## src/sv/accel_state_to_polar_core_defines.svh

```systemverilog
// Assertion macros used by the core to check its behaviour.
`ifndef ACCEL_STATE_TO_POLAR_CORE_DEFINES_SVH
`define ACCEL_STATE_TO_POLAR_CORE_DEFINES_SVH

// Implication checked on every rising edge of clk outside reset.
`define ASP_ASSERT_IMP(label, ante, cons) \
	label: assert property (@(posedge clk) disable iff (!arst_n) (ante) |-> (cons)) \
		else $error("assertion failed");

// Condition that must never hold outside reset.
`define ASP_ASSERT_NEVER(label, cond) \
	label: assert property (@(posedge clk) disable iff (!arst_n) !(cond)) \
		else $error("forbidden condition seen");

`endif

```

## src/sv/asp_pkg.sv

```systemverilog
// Types, constants and the arctangent table of the state to polar converter.
package asp_pkg;

	// Width of the CORDIC x and y words (inputs scaled by 2^24, plus gain headroom).
	localparam int CW = 60;
	// One root cell per result bit of a 64-bit radicand.
	localparam int SQRT_CELLS = 32;

	typedef struct packed {
		logic signed [CW-1:0] x;
		logic signed [CW-1:0] y;
		logic [31:0]          z;
		logic                 zero;
	} cord_t;

	typedef struct packed {
		logic [63:0] n;
		logic [63:0] res;
	} sqrt_t;

	// atan(2^-i) with a full turn equal to 2^32.
	function automatic logic [31:0] atan_step(input int i);
		logic [31:0] r;
		unique case (i)
			0:  r = 32'h20000000;
			1:  r = 32'h12E4051E;
			2:  r = 32'h09FB385B;
			3:  r = 32'h051111D4;
			4:  r = 32'h028B0D43;
			5:  r = 32'h0145D7E1;
			6:  r = 32'h00A2F61E;
			7:  r = 32'h00517C55;
			8:  r = 32'h0028BE53;
			9:  r = 32'h00145F2F;
			10: r = 32'h000A2F98;
			11: r = 32'h000517CC;
			12: r = 32'h00028BE6;
			13: r = 32'h000145F3;
			14: r = 32'h0000A2FA;
			15: r = 32'h0000517D;
			16: r = 32'h000028BE;
			17: r = 32'h0000145F;
			18: r = 32'h00000A30;
			19: r = 32'h00000518;
			20: r = 32'h0000028C;
			21: r = 32'h00000146;
			22: r = 32'h000000A3;
			23: r = 32'h00000051;
			default: r = 32'h00000000;
		endcase
		return r;
	endfunction

endpackage

```

## src/sv/asp_cordic_cell.sv

```systemverilog
// One vectoring CORDIC rotation stage with its output register.
module asp_cordic_cell #(
	parameter int STAGE = 0
) (
	input  logic           clk,
	input  asp_pkg::cord_t din,
	output asp_pkg::cord_t dout_q
);

	logic signed [asp_pkg::CW-1:0] xs;
	logic signed [asp_pkg::CW-1:0] ys;

	// Shifted terms floor towards minus infinity.
	assign xs = din.x >>> STAGE;
	assign ys = din.y >>> STAGE;

	// Rotate towards the x axis, steering by the sign of y.
	always_ff @(posedge clk) begin
		dout_q.zero <= din.zero;
		if (!din.y[asp_pkg::CW-1]) begin
			dout_q.x <= din.x + ys;
			dout_q.y <= din.y - xs;
			dout_q.z <= din.z + asp_pkg::atan_step(STAGE);
		end else begin
			dout_q.x <= din.x - ys;
			dout_q.y <= din.y + xs;
			dout_q.z <= din.z - asp_pkg::atan_step(STAGE);
		end
	end

endmodule

```

## config.mk

```make
export PLATFORM = sky130hd
export DESIGN_NAME = asp_cordic_cell
export DESIGN_NICKNAME = d
export VERILOG_FILES = /design/src/sv/accel_state_to_polar_core_defines.svh /design/src/sv/asp_pkg.sv /design/src/sv/asp_cordic_cell.sv
export SDC_FILE = /design/constraint.sdc
export NUM_CORES = 1
export LEC_CHECK = 0
export CAP_MARGIN = 20
export CORE_ASPECT_RATIO = 0.7
export CORE_UTILIZATION = 50
export CTS_BUF_LIST = sky130_fd_sc_hd__clkbuf_16
export CTS_CLUSTER_SIZE = 20
export DETAILED_ROUTE_END_ITERATION = 7
export DONT_BUFFER_PORTS = 1
export PLACE_DENSITY = 0.68
export SKIP_CTS_REPAIR_TIMING = 1
export SYNTH_ARGS = -nofsm -noshare
export SYNTH_HDL_FRONTEND = slang
export SYNTH_SLANG_ARGS = --single-unit
```

## constraint.sdc

```tcl
create_clock -name clk -period 2.9 [get_ports clk]
set_input_delay 0.145 -clock clk [delete_from_list [all_inputs] [get_ports clk]]
set_output_delay 0.145 -clock clk [all_outputs]
set_load 0.005 [all_outputs]
```

======== Yosys cells after proc, flatten, opt, wreduce, memory -nomap -nowiden ========
Index checks and enable logic that the tools add are counted.
cells by class
  muxes and demuxes ....................... 1
  add/sub/neg operators ................... 5
operators by type and width
  operator                  number
  $mux W152                 1
  $sub A60 B60 Y60          2
  $add A60 B60 Y60          1
  $add A32 B30 Y32 const B  1
  $sub A32 B30 Y32 const B  1
storage, ports and cells
  input port bits ......................... 154
  register bits ........................... 153
  output and inout bits ................... 153

======== Depth between registers and ports, before layout ========
  depth after elaboration ................. 2
  mapped depth ............................ 15

======== Least setup slack after synthesis ========
Ideal clock, no wire load.
  kind .................................... input-to-reg
  start ................................... input din[33] (netlist bit)
  end ..................................... register dout_q[85] (netlist bit)
  stages on the path ...................... 14
  buffers on the path ..................... 0
  arrival time ............................ 2.830 ns
  slack ................................... -0.048 ns
  cells stage by stage .................... ha_1 -> inv_1 -> fa_1 -> o21ba_1 -> or2_1 -> a311oi_2 -> a211o_2 -> o22ai_2 -> o211a_1 -> o31ai_4 -> a41oi_2 -> nor4_2 -> a21oi_1 -> xnor2_1
between the ends
  word-level cells in the longest chain between the ends .. 2
  elaborated cells on any way between the ends .. 3
  classes of those cells .................. add/sub: 2; mux: 1
RTL lines
  what                                                  RTL line                                      RTL
  start, declared                                       asp_cordic_cell.sv:6                          input asp_pkg::cord_t din,
  $sub A60 B60 Y60 or $add A60 B60 Y60 (tied branches)  asp_cordic_cell.sv:22, asp_cordic_cell.sv:26
  $mux W152 *                                           asp_cordic_cell.sv:20                         if (!din.y[asp_pkg::CW-1]) begin
  end, declared                                         asp_cordic_cell.sv:7                          output asp_pkg::cord_t dout_q
Mark *: on every way between the ends. The rest lies on a longest branch, timed or not.

======== Final worst setup path ========
  start ................................... input din[39] (netlist bit)
  end ..................................... register dout_q[61] (netlist bit)
The elaborated chain is that of the path after synthesis.

==> reports/qor.txt <==
==========================================================================================
Final instance area                                                            18700 sq um
Crit path capture type                                                                flop
Via-per-instance ratio                                                                6.03
EDFF count, synth                                                                        0
Min-Delay Path Class                                                             in -> reg
# placed instances                                                                    2603
Max-slew violations                                                                      0
Synthesized cell area                                                          14300 sq um
Top flop regs                                                                 dout_q (152)
Hold wc startpoint                                                                 din[92]
Die Span Y                                                                     144 microns
Post-synthesis simple-gate area fraction                                             0.158
First-pass GRT wire length                                                    87900 microns
Final Hold Vio Count                                                                     3
Number of global-route vias before repair                                            14700
Worst Setup Path Type                                                            in -> reg
Total of fill cells in the finished design                                            2400
Dominant combinational cell family by area after synthesis                    compound AO/OA/AOI/OAI gates
Aggregate global routing overflow                                                        0
Number of H-tree branching levels                                                        4
Sequential-to-total area share from yosys stat                                       0.213
Worst slack after detailed placement                                             -0.458 ns
Min setup slack post-route                                                       0.0110 ns
Most common cell after layout, fill and taps aside                            sky130_fd_sc_hd__buf_4
Share of synthesized cell area in full adder, half adder and majority cells          0.174
TritonCTS clock tree                                                                   yes
Hold EP                                                                         dout_q[77]
DRT antenna net count                                                                    0
Max Fclk                                                                           346 MHz
Peak supply drop                                                                    445 uV
Violations in the final reports                                                hold timing
Power per standard cell area                                                   470 nW/um^2
Die Footprint                                                                  29300 sq um
Post-synthesis to final-layout area growth                                           30.8%
Filler-free cell count of the finished design                                         2676
Number of antenna violations at the first check in global routing                        0
Standard-cell rows                                                                      51
Worst hold path stage count                                                              3
Overall power after layout                                                         8.81 mW
Time the worst path needs with I/O delays and setup                                2.89 ns
Fraction of the cycle the final worst path needs                                     0.996
DRC viols                                                                                0
Library cells used by synthesis                                                         95
Most used flip-flop cell after synthesis                                      sky130_fd_sc_hd__dfxtp_1
CTS Buf Count                                                                           17
Final weighted congestion in routability-driven placement                             1.06
Worst Tran Pin Value                                                              0.951 ns
DRC marker count from the first detailed-route iteration                              2191
Number of flip-flops in the largest register                                           152
Worst Hold Margin                                                               -0.0148 ns
Port Buf Inserts                                                                         0
Final core utilization                                                               0.670
Worst-case headroom to the max-slew limit                                            0.360
Run status                                                                    finished, violations left
Setup violations, final                                                                  0
Xor/xnor share of the synthesized area                                              0.0722
Number of standard cells after synthesis                                              1901
Req. time, crit path                                                               3.26 ns
Post-layout nets                                                                      2643
Category of the worst setup path launch point                                 primary input
Wirelength, routed                                                            62000 microns
Setup repair after global routing missed its margin                                    yes
Crit path from                                                                     din[39]
P_leak                                                                             8.92 nW
Worst Path Max Fanout                                                                    4
Routed wire per std cell                                                      23.2 microns
Initial core utilization                                                             0.512
Commonest cells after routing, fill and taps aside                            sky130_fd_sc_hd__buf_4 (412), sky130_fd_sc_hd__a21oi_1 (256), sky130_fd_sc_hd__ha_1 (190)
Mean cell area of the mapped netlist                                            7.53 sq um
Total via count in the routed design                                                 16100
Post-detailed-placement cell area                                              17600 sq um
Fraction of synthesized area in multiplexers                                        0.0211
Core Footprint                                                                 27900 sq um
Worst Path Arrival                                                                 3.25 ns
Max-cap check violation count                                                            0
Io pins                                                                                307
Synth Register Bits                                                                    152
Total negative setup slack                                                            0 ns
Clock net sink count                                                                   152
Pin count of the biggest net entering global routing                                   137
Async set-reset flop share out of synthesis                                              0
First-pass detailed-route iteration total                                                6
Fraction of layout cells with a size suffix above 1                                  0.220
Diode count                                                                              0
Most flops, register                                                                dout_q
Die width                                                                      204 microns
Combined global-route utilization of all metal layers                                0.396
Number of buffers on the longest clock path                                              2
Synthesis warning total                                                                  0
Post-synth net total                                                                  2252
Post-DP HPWL                                                                  49800 microns
Share of the synthesized area in compound gates (AO/OA/AOI/OAI)                      0.287
Clock-pin slew of the registers on the worst-case setup and hold paths             0.08 ns
Clock root buffer                                                             sky130_fd_sc_hd__clkbuf_16
==========================================================================================
==> per-layer routing <==
metal	track usage	wire [microns]
met5	0	0
met4	0.0687	1060
met3	0.146	9230
met2	0.531	24000
met1	0.592	27700
==> final cells by class <==
class	count	area (sq um)	area share
clock buffers	17	425	0.0227
clock inverters	15	176	0.00943
inverters	192	721	0.0385
multi-input cells	1475	10300	0.552
flip-flops and latches	152	3040	0.163
well taps	371	464	0.0248
repair buffers	454	3560	0.190
==> cell usage after synthesis (14+ instances only) <==
master                     instances  share of area
sky130_fd_sc_hd__a21oi_1         256          0.090
sky130_fd_sc_hd__ha_1            193           0.17
sky130_fd_sc_hd__inv_1           178          0.047
sky130_fd_sc_hd__nor2_1          177          0.046
sky130_fd_sc_hd__dfxtp_1         152           0.21
sky130_fd_sc_hd__o21ai_0         125          0.044
sky130_fd_sc_hd__nand2_1         114          0.030
sky130_fd_sc_hd__xnor2_1         111          0.068
sky130_fd_sc_hd__a21o_1           48          0.025
sky130_fd_sc_hd__clkbuf_1         47          0.012
sky130_fd_sc_hd__o21bai_1         40          0.021
sky130_fd_sc_hd__nor3_1           38          0.013
sky130_fd_sc_hd__nand3_1          30          0.010
sky130_fd_sc_hd__mux2i_1          29          0.020
sky130_fd_sc_hd__nand4_1          26          0.011
sky130_fd_sc_hd__o31ai_1          20          0.010
sky130_fd_sc_hd__nor2b_1          19         0.0083
sky130_fd_sc_hd__nor4_1           19         0.0083
sky130_fd_sc_hd__buf_2            18         0.0063
sky130_fd_sc_hd__a211oi_1         17         0.0089
sky130_fd_sc_hd__a31oi_1          14         0.0061
sky130_fd_sc_hd__o21a_1           14         0.0073
==> cells by family after synthesis <==
group / Yosys count
adders and majority gates: 197
AOI/OAI and AO/OA: 646
buffers and inverters: 274
muxes: 30
DFF: 152
and+or+nand+nor: 484
xor gates and xnor gates: 118
==> power breakdown <==
part / internal (mW) / leakage [nW] / total [mW] / switching (mW)
combinational: 1.61 / 7.35 / 3.68 / 2.07
sequential: 2.53 / 1.28 / 2.81 / 0.279
clock: 1.16 / 0.286 / 2.31 / 1.15
==> critical path, cell delays in order <==
cell,delay (ns)
sky130_fd_sc_hd__inv_1,0.02
sky130_fd_sc_hd__ha_1,0.34
sky130_fd_sc_hd__buf_4,0.16
sky130_fd_sc_hd__nor2b_1,0.14
sky130_fd_sc_hd__or2_2,0.35
sky130_fd_sc_hd__a311oi_4,0.36
sky130_fd_sc_hd__a211o_2,0.21
sky130_fd_sc_hd__buf_4,0.12
sky130_fd_sc_hd__o22ai_4,0.07
sky130_fd_sc_hd__buf_4,0.17
sky130_fd_sc_hd__o41ai_4,0.38
sky130_fd_sc_hd__a21oi_1,0.12
sky130_fd_sc_hd__o21bai_1,0.23
sky130_fd_sc_hd__a21bo_1,0.20
sky130_fd_sc_hd__mux2i_1,0.10
sky130_fd_sc_hd__xnor2_1,0.14
==> worst max-delay path by stage <==
stage / endpoint / depth (start not counted)
2_1_floorplan: dout_q[145] / 14
3_3_place_gp: dout_q[136] / 16
3_5_place_dp: dout_q[152] / 14
4_1_cts: dout_q[152] / 14
5_1_grt: dout_q[145] / 15
6_report: dout_q[61] / 16
(Power assumes the default switching activity.)
