### src/sv/accel_state_to_polar_core_defines.svh
// Assertion macros used by the core to check its behaviour.
`ifndef ACCEL_STATE_TO_POLAR_CORE_DEFINES_SVH
`define ACCEL_STATE_TO_POLAR_CORE_DEFINES_SVH

// Implication checked on every rising edge of clk outside reset.
`define ASP_ASSERT_IMP(label, ante, cons) \
	label: assert property (@(posedge clk) disable iff (!arst_n) (ante) |-> (cons)) \
		else $error("assertion failed");

// Condition that must never hold outside reset.
`define ASP_ASSERT_NEVER(label, cond) \
	label: assert property (@(posedge clk) disable iff (!arst_n) !(cond)) \
		else $error("forbidden condition seen");

`endif

### src/sv/asp_pkg.sv
// Types, constants and the arctangent table of the state to polar converter.
package asp_pkg;

	// Width of the CORDIC x and y words (inputs scaled by 2^24, plus gain headroom).
	localparam int CW = 60;
	// One root cell per result bit of a 64-bit radicand.
	localparam int SQRT_CELLS = 32;

	typedef struct packed {
		logic signed [CW-1:0] x;
		logic signed [CW-1:0] y;
		logic [31:0]          z;
		logic                 zero;
	} cord_t;

	typedef struct packed {
		logic [63:0] n;
		logic [63:0] res;
	} sqrt_t;

	// atan(2^-i) with a full turn equal to 2^32.
	function automatic logic [31:0] atan_step(input int i);
		logic [31:0] r;
		unique case (i)
			0:  r = 32'h20000000;
			1:  r = 32'h12E4051E;
			2:  r = 32'h09FB385B;
			3:  r = 32'h051111D4;
			4:  r = 32'h028B0D43;
			5:  r = 32'h0145D7E1;
			6:  r = 32'h00A2F61E;
			7:  r = 32'h00517C55;
			8:  r = 32'h0028BE53;
			9:  r = 32'h00145F2F;
			10: r = 32'h000A2F98;
			11: r = 32'h000517CC;
			12: r = 32'h00028BE6;
			13: r = 32'h000145F3;
			14: r = 32'h0000A2FA;
			15: r = 32'h0000517D;
			16: r = 32'h000028BE;
			17: r = 32'h0000145F;
			18: r = 32'h00000A30;
			19: r = 32'h00000518;
			20: r = 32'h0000028C;
			21: r = 32'h00000146;
			22: r = 32'h000000A3;
			23: r = 32'h00000051;
			default: r = 32'h00000000;
		endcase
		return r;
	endfunction

endpackage

### src/sv/asp_sqrt_cell.sv
// One step of the digit-by-digit floor square root with its output register.
module asp_sqrt_cell #(
	parameter int STEP = 0
) (
	input  logic           clk,
	input  asp_pkg::sqrt_t din,
	output asp_pkg::sqrt_t dout_q
);

	localparam logic [63:0] BIT = 64'(1) << (62 - 2 * STEP);

	logic [63:0] trial;

	assign trial = din.res + BIT;

	// Subtract the trial value when it fits and set this result bit.
	always_ff @(posedge clk) begin
		if (din.n >= trial) begin
			dout_q.n   <= din.n - trial;
			dout_q.res <= (din.res >> 1) + BIT;
		end else begin
			dout_q.n   <= din.n;
			dout_q.res <= din.res >> 1;
		end
	end

endmodule

### config.mk
export PLATFORM = sky130hd
export DESIGN_NAME = asp_sqrt_cell
export DESIGN_NICKNAME = d
export VERILOG_FILES = /design/src/sv/accel_state_to_polar_core_defines.svh /design/src/sv/asp_pkg.sv /design/src/sv/asp_sqrt_cell.sv
export SDC_FILE = /design/constraint.sdc
export NUM_CORES = 1
export LEC_CHECK = 0
export BUFFER_PORTS_ARGS = -buffer_cell sky130_fd_sc_hd__buf_2
export CORE_MARGIN = 10
export CORE_UTILIZATION = 40
export DETAILED_ROUTE_END_ITERATION = 16
export PLACE_DENSITY = 0.77
export SLEW_MARGIN = 10
export SYNTH_ARGS = -nofsm -noshare
export SYNTH_HDL_FRONTEND = slang
export SYNTH_SLANG_ARGS = --single-unit
export TNS_END_PERCENT = 20
### constraint.sdc
create_clock -name clk -period 3.6 [get_ports clk]
set_input_delay 0.36 -clock clk [delete_from_list [all_inputs] [get_ports clk]]
set_output_delay 0.36 -clock clk [all_outputs]
set_load 0.005 [all_outputs]
# Word level (Yosys, flattened, before mapping)

Cells that the tools add are included.

Output and inout port bits: 128
Logic and storage cells: 8
Flip-flop bits (word level): 128
Bits of input ports: 129

$lt $le $gt $ge: 1
Mux-type cells: 1
$add $sub $neg: 3

Operators by type and width:

| cell                                           | number |
|---|---|
| 2-to-1 mux 128 bit                             | 1 |
| adder 63 x 63 -> 64 bit, second input constant | 1 |
| adder 64 x 63 -> 64 bit, second input constant | 1 |
| greater-or-equal comparator 64 bit             | 1 |
| subtractor 64 bit                              | 1 |

# Depth between registers and ports, before layout

Gate-level depths: netlist (run 1).

Depth after elaboration: 3
Mapped depth: 14
Depth with buffers taken out: 13

# Worst setup path before layout (run 1)

OpenSTA, ideal clock, no wires.

Path type: input -> register
Start: in din[16] (netlist name)
End: reg dout_q[124] (netlist name)
Required time: 3.482 ns
Library setup time: 0.118 ns
Data arrival time: 2.966 ns
Path slack: 0.516 ns
Stages: 12
Buffers on the path: 0
Cells stage by stage: inv_1 > ha_1 > and2_1 > nand3_1 > or3_1 > a41o_1 > nor3_2 > o21ai_1 > o41ai_4 > or4b_1 > a21oi_1 > nor3_1

Cells in the longest elaborated chain, start to end: 3
Elaborated cells between the ends (all ways): 4
Classes of those cells: 2 x add/sub; 1 x order compare; 1 x mux

Ends and longest elaborated chain:

| what                                                                           | line                                     | RTL |
|---|---|---|
| start, declared                                                                | asp_sqrt_cell.sv:6                       | `input asp_pkg::sqrt_t din,` |
| adder 64 x 63 -> 64 bit *                                                      | asp_sqrt_cell.sv:14                      | `assign trial = din.res + BIT;` |
| subtractor 64 bit / greater-or-equal comparator 64 bit (equally long branches) | asp_sqrt_cell.sv:19, asp_sqrt_cell.sv:18 |  |
| 2-to-1 mux 128 bit *                                                           | asp_sqrt_cell.sv:18                      | `if (din.n >= trial) begin` |
| end, declared                                                                  | asp_sqrt_cell.sv:7                       | `output asp_pkg::sqrt_t dout_q` |

Mark *: on every way between the ends. The rest lies on a longest branch, timed or not.
A chain may end at the register's enable or synchronous reset.

# Worst setup path in the final report (run 1)

Start: in din[6] (netlist name)
End: reg dout_q[113] (netlist name)

The elaborated chain is that of the path after synthesis.

==> results of run 1 <==
==> power breakdown <==
part | switching (µW) | total (µW) | internal (µW)
Clock | 658 | 1850 | 1190
Sequential | 39.8 | 1640 | 1600
Combinational | 726 | 1330 | 606
==> path summary, 6_finish.rpt <==
| path | start | end | slack (ns) | depth (start not counted) |
|---|---|---|---|---|
| max | din[6] | dout_q[113]$_DFF_P_ | 0.37 | 13 |
| min | din[38] | dout_q[37]$_DFF_P_ | 0.05 | 1 |
==> per-stage QoR <==
| step | std cells | setup slack (ns) |
|---|---|---|
| global route | 1402 | 0.0713 |
| finish | 1403 | 0.366 |
| floorplan | 885 | 0.516 |
| detailed placement | 1368 | -0.00770 |
| global placement | 1368 | 0.117 |
| CTS | 1400 | 0.435 |
==> layer usage <==
| layer | GRT usage, % | routed length [µm] |
|---|---|---|
| met1 | 20.2 | 9500 |
| met2 | 30.6 | 11000 |
| met3 | 6.48 | 1990 |
| met4 | 6.28 | 377 |
| met5 | 0 | 13 |
==> kinds of logic (layout without fill, tap and decap cells) <==
kind of cell | Yosys count | after routing | share of synthesized area (%)
xor gates and xnor gates | 56 | 56 | 6.69
DFF | 128 | 128 | 35.0
other | 0 | 3 | 0
adders and majority gates | 65 | 65 | 11.2
muxes | 15 | 15 | 2.29
and+or+nand+nor | 234 | 234 | 15.5
AOI/OAI and AO/OA | 272 | 272 | 23.3
buffers and inverters | 115 | 401 | 6.10
==> layout make-up <==
cell class | instances | area, µm² | area share, %
Tap cell | 229 | 287 | 2.97
Inverter | 78 | 293 | 3.03
Clock inverter | 10 | 159 | 1.65
Timing Repair Buffer | 291 | 1560 | 16.1
Multi-Input combinational cell | 642 | 4320 | 44.8
Sequential cell | 128 | 2560 | 26.6
Antenna cell | 3 | 7.51 | 0.0778
Clock buffer | 22 | 464 | 4.81
==> placed cells by master (no fill, tap or decap), types with 7 or more instances in the layout <==
master,instances
ha_1,64
buf_4,34
and2_1,10
mux2_2,10
nand4_1,18
a21oi_1,111
o211ai_1,7
nand3_1,14
buf_2,256
xnor2_1,36
clkbuf_16,17
dfxtp_1,128
nor3_1,11
o21bai_1,11
a21o_1,49
a31oi_1,7
nand2_1,52
xor2_1,20
nor2_1,82
o21a_1,7
nor2b_1,10
and3_1,13
inv_1,78
o21ai_0,40
==> critical path: cells and delay by family <==
kind            cells  cell delay [ns]
simple gates        1             0.59
xor+xnor            1             0.18
compound gates      8             1.97
buf+inv             2             0.13
fa+ha+maj           1             0.32
==> impl_metrics.yaml, run 1 <==
clock_network:
  cts_buffer_depth: 2
  cts_hold_buf: 0
  numClockSinks: 128
  cts_tree: "done"
  cts.htree.levels: 4
  ctsResizeCount: 0
  cts_made_buffers: 17
  post_cts_buffers: 0
  root_buffer: "clkbuf_16"
  path_clk_slew_ns: 0.06
floorplanning:
  die_width_um: 155
  rows: 49
  die_h_um: 155
  core_um2: 18000
  start_util_pct: 40.8
  boundaryPins: 257
  dieArea_um2: 24100
grt:
  grt_pass1_vias: 7228
  antenna_found_initial: 4
  grt_max_degree: 43
  grt.overflow.total: 0
  grt_pass1_wl_um: 35400
  grt.total_usage_pct: 17.9
synth:
  synth_top_area_share_pct: 35.0
  synth-seq-cells: 128
  synth.most_common_cell: "dfxtp_1"
  synth_edf_count: 0
  yosysSeqAreaShare_pct: 35.0
  synth_area_um2: 7330
  yosysUniqueCellTypes: 58
  synth_warnings: 0
  synth_ff_type: "dfxtp_1"
  syn_nets: 1079
  synth_top_area_cell: "dfxtp_1"
  synthTopCellsByArea: "dfxtp_1, ha_1, a21oi_1"
  syn_area_per_cell_um2: 8.28
  synth-async-reset-ratio_pct: 0
  synthCells: 885
  synthTopCellsByCount: "dfxtp_1, a21oi_1, nor2_1"
power:
  power.leakage_uw: 0.00492
  p_per_area_nw_per_um2: 500
  ir_drop_mv: 0.336
  total_power_uw: 4830
finish:
  largest_registers: "dout_q (128)"
  final_area_um2: 9650
  finish.utilization_pct: 53.7
  drive_gt1_share_pct: 28.9
  fillCellCount: 1663
  nNetsFinal: 1352
  largest_reg_flops: 128
  area_growth_pct: 31.7
  largest_register: "dout_q"
setup_path:
  crit_type: "in2reg"
  crit_chain: "buf_2 > inv_1 > ha_1 > a21oi_1 > o21ai_0 > a31oi_1 > a21oi_1 > nor4b_1 > o31a_1 > o21ai_0 > a221oi_1 > xor2_1 > a21oi_1"
  cp.required_ns: 3.91
  worstPathArrival_ns: 3.54
  worst_setup_path_start_kind: "input port"
  critPathMaxStageDelay_ns: 0.59
  endpoint_kind: "flop"
  crit_top_cell: "a21oi_1"
  worstPathMaxFanout: 4
  cp_slowest_cell: "nor4b_1"
timing:
  rsz0062_at_grt: "no"
  period_needed_ns: 3.23
  worst_pin_slew_ns: 0.641
  finalSetupTns_ns: 0
  fin_hold_ws_ns: 0.0465
  hold_viol: 0
  setup_viol: 0
  fmax_mhz: 309
  timing.slew.headroom_pct: 56.8
  period_share_pct: 89.8
  finalMaxSlewViolations: 0
routing:
  drt-initial-drc-count: 336
  wl_per_cell_um: 16.3
  routed_wirelength_um: 22900
  ant_nets: 0
  firstDrtPassIters: 5
  vias: 7252
  drc: 0
  vias_per_cell: 5.17
placement:
  io_buffer_count: 256
  place.gp.congestion: 0.893
  placed_cell_area_um2: 9020
  dp_hpwl_um: 18400
hold_path:
  hold_path_class: "in2reg"
flow_run:
  drv_cap: 0
run_status:
  status: "complete, no violations"
No activity file was read; power rests on OpenSTA's default activity.
==> run 2: changes to the inputs <==
- CORE_UTILIZATION: 40 -> 51
- HOLD_SLACK_MARGIN: unset -> 0.15
- PLACE_DENSITY: 0.77 -> 0.92
- clock period: 3.6 -> 3.5 ns (I/O delays scaled with it)
==> impl_metrics.yaml, run 2 (same netlist as run 1, synthesis figures left out) <==
hold_path:
  hold_path_class: "in2reg"
  holdCritStartpoint: "din[67]"
  hold_path_end: "dout_q[67]$_DFF_P_"
  hold_depth: 2
placement:
  placed_cell_area_um2: 8900
  place.gp.congestion: 0.956
  post-place-ws_ns: -0.0800
  dp_hpwl_um: 18400
  io_buffer_count: 256
timing:
  period_needed_ns: 3.36
  finalMaxSlewViolations: 0
  period_share_pct: 96.1
  fmax_mhz: 297
  setup_viol: 0
  timing.slew.headroom_pct: 54.2
  worst_pin_slew_ns: 0.679
  timing.final.ws_setup_ns: 0.136
  hold_viol: 0
routing:
  routed_wirelength_um: 26500
  firstDrtPassIters: 7
  drt-initial-drc-count: 806
  drc: 0
  wl_per_cell_um: 18.7
  vias_per_cell: 5.68
  vias: 8044
  ant_nets: 0
floorplanning:
  core_um2: 14000
  boundaryPins: 257
  dieArea_um2: 19600
  rows: 43
  die_h_um: 140
  start_util_pct: 52.4
  die_width_um: 140
setup_path:
  worstPathArrival_ns: 3.68
  crit_type: "in2reg"
  endpoint_kind: "flop"
  cp.required_ns: 3.81
  worst_setup_path_start_kind: "input port"
  worstPathMaxFanout: 21
finish:
  largest_reg_flops: 128
  largest_register: "dout_q"
  final_cell_mix: "buf_2, dfxtp_1, a21oi_1"
  nNetsFinal: 1411
  final_area_um2: 10200
  largest_registers: "dout_q (128)"
  area_growth_pct: 39.3
  finish.utilization_pct: 73.0
  drive_gt1_share_pct: 28.1
  layout_commonest_cell: "buf_2"
clock_network:
  cts.htree.levels: 4
  cts_tree: "done"
  numClockSinks: 128
  root_buffer: "clkbuf_16"
  cts_made_buffers: 17
  cts_buffer_depth: 2
  path_clk_slew_ns: 0.06
grt:
  grt_max_degree: 32
  antenna_found_initial: 4
  grt.overflow.total: 0
  grt_pass1_wl_um: 41200
  grt.total_usage_pct: 25.4
  grt_pass1_vias: 8307
run_status:
  status: "complete, no violations"
power:
  power.leakage_uw: 0.00514
  p_per_area_nw_per_um2: 476
  ir_drop_mv: 0.414
  total_power_uw: 4860
flow_run:
  drv_cap: 0
-- run 2: cell types whose count changed in the layout (fill, tap and decap cells not counted), sizes merged --
cell and delta:
clkbuf -2, dlygate4sd3 +64, clkinv -1, buf -5
inv +2, bufinv -4, clkinvlp +5, diode +2
-- run 2: worst max path at each step --
stage	startpoint	endpoint	slack (ns)
after floorplan	din[16]	dout_q[124]$_DFF_P_	0.43
after global placement	din[15]	dout_q[123]$_DFF_P_	0.1
after detailed placement	din[64]	dout_q[125]$_DFF_P_	-0.08
after CTS	din[17]	dout_q[112]$_DFF_P_	0.04
after global routing	din[18]	dout_q[62]$_DFF_P_	-0.02
final	din[17]	dout_q[88]$_DFF_P_	0.14
-- run 2: worst max-delay path: stages --
cell           delay (ns)
dlygate4sd3_1        0.52
buf_2                0.11
inv_1                0.04
ha_2                 0.37
nand2_1              0.14
or3_4                0.44
a41o_1               0.27
nor3_2               0.19
o21ai_1              0.15
o41ai_4              0.33
buf_4                0.19
buf_8                0.21
mux2_2               0.36
-- run 2: what timing repair did --
action                                 4_1_cts  5_1_grt
buffers inserted                             0        2
endpoints found under the hold margin       63        1
setup endpoints to repair                    0       62
hold buffers                                63        1
gates resized for setup                      0       22
-- run 2: cell type report --
type | instances | area (µm²)
Inverter | 78 | 293
Timing Repair Buffer | 350 | 2190
Sequential cell | 128 | 2560
Clock inverter | 12 | 85.1
Clock buffer | 20 | 467
Multi-Input combinational cell | 642 | 4370
Tap cell | 180 | 225
Antenna cell | 5 | 12.5
Fill cell | 960 | 3780
-- run 2: metrics by stage --
step	cells	hold WS, ns	setup TNS, ns
2_1_floorplan	885	0.378	0
3_3_place_gp	1312	0.466	0
3_5_place_dp	1312	0.467	-0.124
4_1_cts	1407	0.151	0
5_1_grt	1413	0.173	-0.116
6_report	1415	0.156	0
-- run 2: report_power, final --
group,switching (µW),internal [µW],leakage (µW)
Combinational,815,690,0.00380
Sequential,52.3,1650,0.00108
Clock,692,959,0.000253
Total,1560,3300,0.00514
-- run 2: layer usage --
metal  vias to the layer above  share of wire, %  track usage, %
met3                       117               8.9            7.55
met2                       483                50            45.2
met1                      3663                36            26.3
met5                         -                 0               0
met4                         0               4.9            13.4
li1                       3781                 -               -
==> run 3: changes to the inputs <==
- GPL_TIMING_DRIVEN: unset -> 0
==> impl_metrics.yaml, run 3 (same netlist as run 1, synthesis figures left out) <==
finish:
  stdcell_count: 1421
  largest_register: "dout_q"
  nNetsFinal: 1419
  largest_reg_flops: 128
  layout_commonest_cell: "buf_2"
  area_growth_pct: 38.3
  largest_registers: "dout_q (128)"
  final_area_um2: 10100
  final_cell_mix: "buf_2, dfxtp_1, a21oi_1"
  fillCellCount: 1014
  drive_gt1_share_pct: 26.3
  finish.utilization_pct: 72.5
placement:
  dp.cells: 1321
  place.gp.congestion: 0.898
  io_buffer_count: 256
  placed_cell_area_um2: 8830
  dp_hpwl_um: 19200
timing:
  period_needed_ns: 3.37
  setup_viol: 0
  rsz0062_at_grt: "yes"
  timing.slew.headroom_pct: 52.9
  finalMaxSlewViolations: 0
  hold_viol: 0
  finalSetupTns_ns: 0
  fin_hold_ws_ns: 0.163
  period_share_pct: 96.2
  worst_pin_slew_ns: 0.696
  fmax_mhz: 297
clock_network:
  root_buffer: "clkbuf_16"
  cts.htree.levels: 4
  cts_made_buffers: 17
  cts_buffer_depth: 2
  cts_tree: "done"
  numClockSinks: 128
  path_clk_slew_ns: 0.06
grt:
  grt_max_degree: 17
  antenna_found_initial: 4
  grt.overflow.total: 0
  grt.total_usage_pct: 25.8
  grt_pass1_wl_um: 41500
  grt_pass1_vias: 8051
routing:
  vias_per_cell: 5.59
  wl_per_cell_um: 18.6
  drt-initial-drc-count: 595
  vias: 7947
  routed_wirelength_um: 26400
  ant_nets: 0
  firstDrtPassIters: 5
  drc: 0
setup_path:
  worstPathArrival_ns: 3.69
  critical_path.top_delay_family: "compound AO/OA/AOI/OAI gates"
  crit_type: "in2reg"
  critPathMaxStageDelay_ns: 0.47
  worstPathMaxFanout: 6
  path_buf_inv: 2
  crit_chain: "buf_2 > ha_1 > fa_1 > nand2b_1 > a21oi_1 > o41ai_4 > nor4bb_1 > nor3_2 > o21ai_1 > o41ai_4 > buf_4 > or4b_1 > a21oi_1 > nor3_1"
  cp.required_ns: 3.82
  endpoint_kind: "flop"
  worst_setup_path_start_kind: "input port"
  cp_slowest_cell: "o41ai_4"
flow_run:
  drv_cap: 0
floorplanning:
  die_width_um: 140
  boundaryPins: 257
  core_um2: 14000
  rows: 43
  die_h_um: 140
  dieArea_um2: 19600
  start_util_pct: 52.4
power:
  ir_drop_mv: 0.297
  power.leakage_uw: 0.00510
  p_per_area_nw_per_um2: 483
run_status:
  status: "complete, no violations"
hold_path:
  hold_path_class: "in2reg"
## run 3: layout make-up
type	instances	area [µm²]	area share, %
multi-input combinational	642	4370	43.1
sequential	128	2560	25.3
timing repair buffer	321	1930	19.0
clock buffer	24	502	4.95
inverter	78	293	2.89
tap	180	225	2.22
buffer	37	165	1.63
clock inverter	8	78.8	0.778
antenna	3	7.51	0.0741
## run 3: metrics by stage
step / worst slack (ns) / power, µW
after floorplan: 0.426 / 2540
after global placement: -0.568 / 3020
after detailed placement: -0.578 / 3060
after CTS: 0.0327 / 4860
after global routing: -0.00852 / 5120
final: 0.135 / 4900
## run 3: routing by layer
layer | global-route usage, % | wire, µm
met1 | 27.7 | 9970
met2 | 45.4 | 13200
met3 | 7.28 | 2230
met4 | 12.3 | 1060
met5 | 0 | 0
## run 3: power by group
part | total [µW] | switching (µW) | internal (µW) | leakage (µW)
registers | 1700 | 49.2 | 1650 | 0.00108
logic | 1460 | 817 | 639 | 0.00374
clock network | 1740 | 674 | 1070 | 0.000286
total | 4900 | 1540 | 3360 | 0.00510
## run 3: final timing paths
kind / start / end / depth (start not counted)
worst min-delay path: din[71] / dout_q[71]$_DFF_P_ / 2
worst max-delay path: din[0] / dout_q[124]$_DFF_P_ / 14
## run 3: what timing repair did
item / in CTS / in global routing
endpoints found under the setup margin: 38 / 66
setup buffers: 0 / 1
endpoints found under the hold margin: 64 / 0
hold buffers: 64 / 0
pin swaps: 0 / 2
resized for setup: 4 / 11
